$ cat config.mk
export PLATFORM = sky130hd
export DESIGN_NAME = button_press_classifier_with_blink_top
export DESIGN_NICKNAME = d
export VERILOG_FILES = /design/src/hw/rtl/bpc_pkg.sv /design/src/hw/rtl/button_press_classifier_with_blink_top.sv /design/src/hw/rtl/bpc_cfg.sv /design/src/hw/rtl/bpc_core.sv
export SDC_FILE = /design/constraint.sdc
export NUM_CORES = 1
export LEC_CHECK = 0
export BUFFER_PORTS_ARGS = -buffer_cell sky130_fd_sc_hd__buf_2
export CAP_MARGIN = 20
export CORE_ASPECT_RATIO = 0.6
export CORE_MARGIN = 2
export CORE_UTILIZATION = 37
export DETAILED_ROUTE_END_ITERATION = 7
export GPL_ROUTABILITY_DRIVEN = 0
export PLACE_DENSITY = 0.63
export SYNTH_ARGS = -nofsm -noshare
export SYNTH_HDL_FRONTEND = slang
export SYNTH_SLANG_ARGS = --single-unit
$ cat constraint.sdc
create_clock -name clk -period 6.9 [get_ports clk]
set_input_delay 0.345 -clock clk [delete_from_list [all_inputs] [get_ports clk]]
set_output_delay 0.345 -clock clk [all_outputs]
set_load 0.01 [all_outputs]
$ cat src/hw/rtl/bpc_pkg.sv
// ----------------------------------------------------------------------------
// bpc_pkg
// Types and constants shared by the button press classifier modules.
// ----------------------------------------------------------------------------
package bpc_pkg;

	localparam int CntW = 16;
	localparam int SBlinkW = 15;
	localparam int CfgIdxW = 2;
	localparam int CfgDataW = 16;

	typedef enum logic [CfgIdxW-1:0] {
		REG_SHORT_PRESS = 2'd0,
		REG_LONG_PRESS  = 2'd1,
		REG_SHORT_BLINK = 2'd2,
		REG_LONG_BLINK  = 2'd3
	} reg_idx_t;

	typedef enum logic [1:0] {
		ACT_NONE   = 2'd0,
		ACT_TOGGLE = 2'd1,
		ACT_IGNORE = 2'd2
	} action_t;

	typedef enum logic {
		OP_TICK  = 1'b0,
		OP_FETCH = 1'b1
	} op_t;

	typedef enum logic [3:0] {
		PH_IDLE   = 4'b0001,
		PH_ON1    = 4'b0010,
		PH_OFF    = 4'b0100,
		PH_ON2    = 4'b1000
	} phase_t;

	localparam logic [CntW-1:0]    RstShortPress = 16'd50;
	localparam logic [CntW-1:0]    RstLongPress  = 16'd700;
	localparam logic [SBlinkW-1:0] RstShortBlink = 15'd300;
	localparam logic [CntW-1:0]    RstLongBlink  = 16'd1000;
	localparam logic [CntW-1:0]    CntMax        = 16'hFFFF;

	typedef struct packed {
		logic [CntW-1:0]    short_press;
		logic [CntW-1:0]    long_press;
		logic [SBlinkW-1:0] short_blink;
		logic [CntW-1:0]    long_blink;
	} cfg_t;

	typedef struct packed {
		logic    led_on;
		logic    available;
		action_t action;
	} result_t;

	typedef struct packed {
		logic            press_timing;
		logic [CntW-1:0] press_elapsed;
		logic            short_pending;
		logic            long_pending;
		logic            feedback_done;
		phase_t          sb_phase;
		logic [CntW-1:0] sb_elapsed;
		logic            lb_active;
		logic [CntW-1:0] lb_elapsed;
		logic            led;
	} state_t;

	function automatic logic [CntW-1:0] sat_inc(input logic [CntW-1:0] v);
		return (v == CntMax) ? v : v + 16'd1;
	endfunction

endpackage

$ cat src/hw/rtl/button_press_classifier_with_blink_top.sv
// ----------------------------------------------------------------------------
// button_press_classifier_with_blink_top
// Button short/long press classifier with LED blink feedback.
// ----------------------------------------------------------------------------
// Input channel (in_valid/in_stall) takes one item per transfer: op selects a
// one millisecond tick (button_low sampled) or a fetch of the pending action.
// Output channel (out_valid/out_stall) returns exactly one result per item:
// led_on, available and action.
// The result of an accepted item goes to the output register and is shown in
// out_valid from the next cycle on. Throughput is one item per cycle while
// in_stall is low; the state update is a single pass of counters and compares
// into the state registers, and the result goes to one output register.
// When the receiver stalls, the result holds in the output register and
// in_stall rises as long as that register is full and stalled.
// The configuration port (cfg_we, cfg_index, cfg_data) writes one register
// per cycle; write only while no item is in flight.
// Reset clears all press and blink state, empties the output register and
// loads the default limits.
// ----------------------------------------------------------------------------
module button_press_classifier_with_blink_top
	import bpc_pkg::*;
(
	input  logic                clk,
	input  logic                arst_n,
	input  logic                in_valid,
	output logic                in_stall,
	input  logic                op,
	input  logic                button_low,
	output logic                out_valid,
	input  logic                out_stall,
	output logic                led_on,
	output logic                available,
	output logic [1:0]          action,
	input  logic                cfg_we,
	input  logic [CfgIdxW-1:0]  cfg_index,
	input  logic [CfgDataW-1:0] cfg_data
);

	cfg_t    cfg;
	result_t res;
	result_t res_q;
	logic    out_valid_q;
	logic    accept;

	assign in_stall = out_valid_q && out_stall;
	assign accept = in_valid && !in_stall;

	bpc_cfg u_cfg (
		.clk       (clk),
		.arst_n    (arst_n),
		.cfg_we    (cfg_we),
		.cfg_index (cfg_index),
		.cfg_data  (cfg_data),
		.cfg       (cfg)
	);

	bpc_core u_core (
		.clk        (clk),
		.arst_n     (arst_n),
		.accept     (accept),
		.op         (op),
		.button_low (button_low),
		.cfg        (cfg),
		.res        (res)
	);

	always_ff @(posedge clk or negedge arst_n) begin
		if (!arst_n) begin
			out_valid_q <= 1'b0;
		end else if (!in_stall) begin
			out_valid_q <= in_valid;
		end
	end

	always_ff @(posedge clk) begin
		if (accept) begin
			res_q <= res;
		end
	end

	assign out_valid = out_valid_q;
	assign led_on = res_q.led_on;
	assign available = res_q.available;
	assign action = res_q.action;

endmodule

$ cat src/hw/rtl/bpc_cfg.sv
// ----------------------------------------------------------------------------
// bpc_cfg
// Configuration registers for press limits and blink lengths.
// ----------------------------------------------------------------------------
module bpc_cfg
	import bpc_pkg::*;
(
	input  logic                clk,
	input  logic                arst_n,
	input  logic                cfg_we,
	input  logic [CfgIdxW-1:0]  cfg_index,
	input  logic [CfgDataW-1:0] cfg_data,
	output cfg_t                cfg
);

	cfg_t cfg_q;

	always_ff @(posedge clk or negedge arst_n) begin
		if (!arst_n) begin
			cfg_q.short_press <= RstShortPress;
			cfg_q.long_press  <= RstLongPress;
			cfg_q.short_blink <= RstShortBlink;
			cfg_q.long_blink  <= RstLongBlink;
		end else if (cfg_we) begin
			case (reg_idx_t'(cfg_index))
				REG_SHORT_PRESS: cfg_q.short_press <= cfg_data;
				REG_LONG_PRESS:  cfg_q.long_press  <= cfg_data;
				REG_SHORT_BLINK: cfg_q.short_blink <= cfg_data[SBlinkW-1:0];
				REG_LONG_BLINK:  cfg_q.long_blink  <= cfg_data;
				default: ;
			endcase
		end
	end

	assign cfg = cfg_q;

endmodule

$ cat src/hw/rtl/bpc_core.sv
// ----------------------------------------------------------------------------
// bpc_core
// Press timing, classification and LED sequence state with its update logic.
// ----------------------------------------------------------------------------
module bpc_core
	import bpc_pkg::*;
(
	input  logic    clk,
	input  logic    arst_n,
	input  logic    accept,
	input  logic    op,
	input  logic    button_low,
	input  cfg_t    cfg,
	output result_t res
);

	state_t st_q;
	state_t nx;
	action_t act;
	logic [CntW:0] s1, s2, s3;
	logic done;

	assign s1 = {2'b00, cfg.short_blink};
	assign s2 = {1'b0, cfg.short_blink, 1'b0};
	assign s3 = s1 + s2;

	always_comb begin
		nx = st_q;
		act = ACT_NONE;
		done = 1'b0;
		if (op_t'(op) == OP_FETCH) begin
			if (st_q.short_pending) begin
				act = ACT_TOGGLE;
			end else if (st_q.long_pending) begin
				act = ACT_IGNORE;
			end
			nx.short_pending = 1'b0;
			nx.long_pending = 1'b0;
		end else begin
			if (nx.sb_phase != PH_IDLE) nx.sb_elapsed = sat_inc(nx.sb_elapsed);
			if (nx.lb_active) nx.lb_elapsed = sat_inc(nx.lb_elapsed);
			if (nx.press_timing) nx.press_elapsed = sat_inc(nx.press_elapsed);

			if (button_low) begin
				if (!nx.press_timing) begin
					nx.press_timing = 1'b1;
					nx.press_elapsed = '0;
					nx.feedback_done = 1'b0;
				end
			end else if (nx.press_timing) begin
				if (nx.press_elapsed > cfg.long_press) begin
					nx.long_pending = 1'b1;
				end else if (nx.press_elapsed > cfg.short_press) begin
					nx.short_pending = 1'b1;
				end
				nx.press_timing = 1'b0;
				nx.press_elapsed = '0;
			end

			if (nx.short_pending && !nx.feedback_done) begin
				if (nx.sb_phase == PH_IDLE) begin
					nx.sb_phase = PH_ON1;
					nx.sb_elapsed = '0;
					nx.led = 1'b1;
				end
				if (nx.sb_phase == PH_ON1 && {1'b0, nx.sb_elapsed} > s1) begin
					nx.led = 1'b0;
					nx.sb_phase = PH_OFF;
				end
				if (nx.sb_phase == PH_OFF && {1'b0, nx.sb_elapsed} > s2) begin
					nx.led = 1'b1;
					nx.sb_phase = PH_ON2;
				end
				if (nx.sb_phase == PH_ON2 && {1'b0, nx.sb_elapsed} > s3) begin
					nx.led = 1'b0;
					nx.sb_phase = PH_IDLE;
					nx.sb_elapsed = '0;
					done = 1'b1;
				end
				nx.feedback_done = done;
			end

			if (nx.long_pending && !nx.feedback_done) begin
				if (!nx.lb_active) begin
					nx.lb_active = 1'b1;
					nx.lb_elapsed = '0;
					nx.led = 1'b1;
				end
				nx.feedback_done = 1'b0;
				if (nx.lb_elapsed > cfg.long_blink) begin
					nx.lb_active = 1'b0;
					nx.lb_elapsed = '0;
					nx.led = 1'b0;
					nx.feedback_done = 1'b1;
				end
			end
		end
		res.led_on = nx.led;
		res.available = (nx.short_pending || nx.long_pending) && nx.feedback_done;
		res.action = act;
	end

	always_ff @(posedge clk or negedge arst_n) begin
		if (!arst_n) begin
			st_q <= '{press_timing: 1'b0, press_elapsed: '0, short_pending: 1'b0,
				long_pending: 1'b0, feedback_done: 1'b0, sb_phase: PH_IDLE,
				sb_elapsed: '0, lb_active: 1'b0, lb_elapsed: '0, led: 1'b0};
		end else if (accept) begin
			st_q <= nx;
		end
	end

endmodule

==> results.cfg <==
[routing]
drcViolationCount = 0
firstDrtPassIters = 5
routed_wl_mm = 28.51
postRouteAntennaNets = 0
drt_iter0_drc = 989
wl_per_cell_um = 18.73
vias = 8856
viasPerCell = 5.819

[hold_path]
holdCritPathClass = primary input to register
holdPathStages = 2
hold_end = out_valid
hold_start = in_valid

[worst_setup_path]
cp.required_ns = 7.19
crit_start = u_cfg.cfg[17]
crit_top_cell = a21oi_1
max_stage_delay_ns = 0.56
critPathArrivalTime_ns = 6.28
crit_type = register to register
cp_max_fo = 13
cp_top_family = compound AO/OA/AOI/OAI gates
reg2reg_from = u_cfg.cfg[17]
r2r_slack_ns = 0.91
r2r_end = u_core.st_q[21]
worst_setup_path_start_kind = register
path_buf_inv = 1
path_cells = ha_1 > fa_1 > a21o_1 > a21oi_1 > o21bai_1 > a21oi_1 > o21bai_1 > a21oi_1 > o21bai_1 > a21oi_1 > o21ai_0 > and4b_1 > nor3_1 > ha_1 > a21oi_1 > a221o_1 > a41oi_1 > a21boi_0 > o31ai_1 > a2111oi_1 > a211oi_2 > buf_4 > o21ai_1 > o221ai_1
worstSetupEndpointType = register
reg2reg_depth = 24
slowest_stage = dfrtp_1

[synthesis]
synth_compound_area_frac = 0.2160
synth_edf_count = 4
yosysWarnings = 0
synth.ff_latch_count = 126
synth-async-reset-ratio = 0.9683
mappedNetlistArea_um2 = 10130
synth_fp_nets = 1270
seq_area_frac_synth = 0.3157
muxShareOfSynthArea = 0.06262
synthAdderAreaFrac = 0.1280
synthXorXnorAreaFrac = 0.03372
synth_cell_types = 92
synthSimpleGateAreaFrac = 0.1905
syn_area_per_cell_um2 = 8.870
synth_top_family_by_area = compound AO/OA/AOI/OAI gates
synth_ff_type = dfrtp_1
synth_cells = 1142

[clock_tree]
numCtsBuffers = 17
clk_latency_ns = 0.44
post_cts_buffers = 0
cts_tree = yes
ctsResizeCount = 0
clockRootBuffer = clkbuf_16
h-tree-depth = 4
cts_sinks = 126
cts_hold_buf = 1
cts_max_path_buffers = 2
clk_pin_slew_ns = 0.06

[final_layout]
multi_input_area_um2 = 6411
fin_nets = 1276
fill_cells = 2597
final_util = 0.4202
regArea_um2 = 3198
layout-drive-gt1-share = 0.1576
final_common_cell = nand2_1
layout_common_cells = nand2_1 (104), ha_1 (102), dfrtp_1 (102)
syn_to_final_growth_pct = 10.54

[placed_design]
io_buffer_count = 30
dpl_worst_slack_ns = 1.076
place_hpwl_mm = 21.40

[timing]
clock-skew-final_ns = 0.01257
whs_ns = 0.1192
slew_headroom = 0.3509
max_freq_mhz = 167.0
hold_viol_final = 0
final_max_slew_viol_count = 0
fin_tns_setup_ns = 0
setup_viol = 0
worstMarginPinSlew_ns = 0.9709
rsz0062_at_grt = no
fin_crit_ns = 5.989
final_min_period_over_clock_period = 0.8680
worst_slack_ns = 0.9111

[global_routing]
grt_pass1_vias = 8202
grt_pass1_wl_mm = 46.34
overflow = 0
grt_usage = 0.2041
grt_max_degree = 79
antenna_found_initial = 0

[floorplan]
die-height_um = 132.2
die-area_um2 = 28760
start_util = 0.3801
io_pins = 31
die_x_um = 217.6
rows = 46
core-area_um2 = 26650

[power]
power_density_nw_per_um2 = 265.6
p_leak_nw = 5.080
ir_worst_vdd_uv = 118.0
finalPower_mw = 2.974

[status]
outcome = complete, no violations

[flow_run]
maxCapViolCount = 0
-- layout make-up --
| type | count | share of cell area |
|---|---|---|
| multi-input combinational | 883 | 0.5726 |
| antenna | 1 | 0.0002235 |
| clock inverter | 12 | 0.01207 |
| tap | 360 | 0.04023 |
| inverter | 80 | 0.02682 |
| sequential | 126 | 0.2856 |
| clock buffer | 20 | 0.04079 |
| timing repair buffer | 40 | 0.02168 |
-- worst max-delay path by stage --
stage | to | depth (start not counted)
after floorplan | u_core.st_q[10] | 25
after global placement | u_core.st_q[21] | 24
after detailed placement | u_core.st_q[21] | 24
after CTS | u_core.st_q[29] | 22
after global routing | u_core.st_q[29] | 22
final | u_core.st_q[21] | 24
-- power by group --
group,total [mW],switching (mW),internal [mW]
Sequential,0.967,0.113,0.853
Clock,0.922,0.369,0.553
Combinational,1.09,0.627,0.460
-- state kept, by name, summed over array words and instances, names as in the netlist --
name	flops
led_on	1
action	2
available	1
u_cfg.cfg	63
out_valid	1
u_core.st_q	58
-- cells in the mapped netlist, types with 8 or more instances --
master    instances  area, µm²
dfstp_2          20      525.5
or2_2            12      75.07
ha_1            102       1276
and4_1            9      78.83
a21o_1           30      225.2
o31ai_1          11      82.58
nand3_1          31      155.2
nand4_1          31      193.9
clkbuf_1         32      120.1
a21oi_1          69      345.3
o21ai_0          55      275.3
nand2b_1         10      62.56
dfrtp_1         102       2552
nor4_1           11      68.82
mux2_2           51      574.3
xnor2_1          21      183.9
and3_1           10      62.56
nand2_1         104      390.4
a32o_1            8      80.08
buf_2            12      60.06
xor2_1           18      157.7
nor2b_1          12      75.07
inv_1            80      300.3
o21a_1           12      90.09
and2_1           14      87.58
nor2_1           82      307.8
nor3_1           26      130.1
-- worst register-to-register path: stages (launching register included) --
cell and delay [ns]:
dfrtp_1 0.56, ha_1 0.31, fa_1 0.42, a21o_1 0.17, a21oi_1 0.23, o21bai_1 0.10
a21oi_1 0.22, o21bai_1 0.10, a21oi_1 0.23, o21bai_1 0.11, a21oi_1 0.22, o21ai_0 0.24
and4b_1 0.27, nor3_1 0.23, ha_1 0.18, a21oi_1 0.09, a221o_1 0.33, a41oi_1 0.16
a21boi_0 0.24, o31ai_1 0.19, a2111oi_1 0.47, a211oi_2 0.08, buf_4 0.21, o21ai_1 0.30
o221ai_1 0.20
-- per-stage QoR --
step	cell area, µm²	std cells
6_report	11200	1522
5_1_grt	11190	1521
4_1_cts	11170	1520
3_5_place_dp	10570	1487
3_3_place_gp	10570	1487
2_1_floorplan	10130	1142
-- logic make-up (layout without fill, tap and decap cells) --
kind of cell | after synthesis | in the layout
muxes | 57 | 57
adders and majority gates | 103 | 103
xor gates and xnor gates | 39 | 39
other | 0 | 1
DFF | 126 | 126
and+or+nand+nor | 377 | 377
buffers and inverters | 133 | 152
AOI/OAI and AO/OA | 307 | 307
-- layer usage --
layer | vias up | GRT usage | routed length (µm)
li1 | 4234 | - | -
met1 | 4252 | 0.3425 | 15560
met2 | 347 | 0.2562 | 10580
met3 | 23 | 0.04037 | 2081
met4 | 0 | 0.04300 | 293
met5 | - | 0 | 0
(Power assumes the default switching activity.)
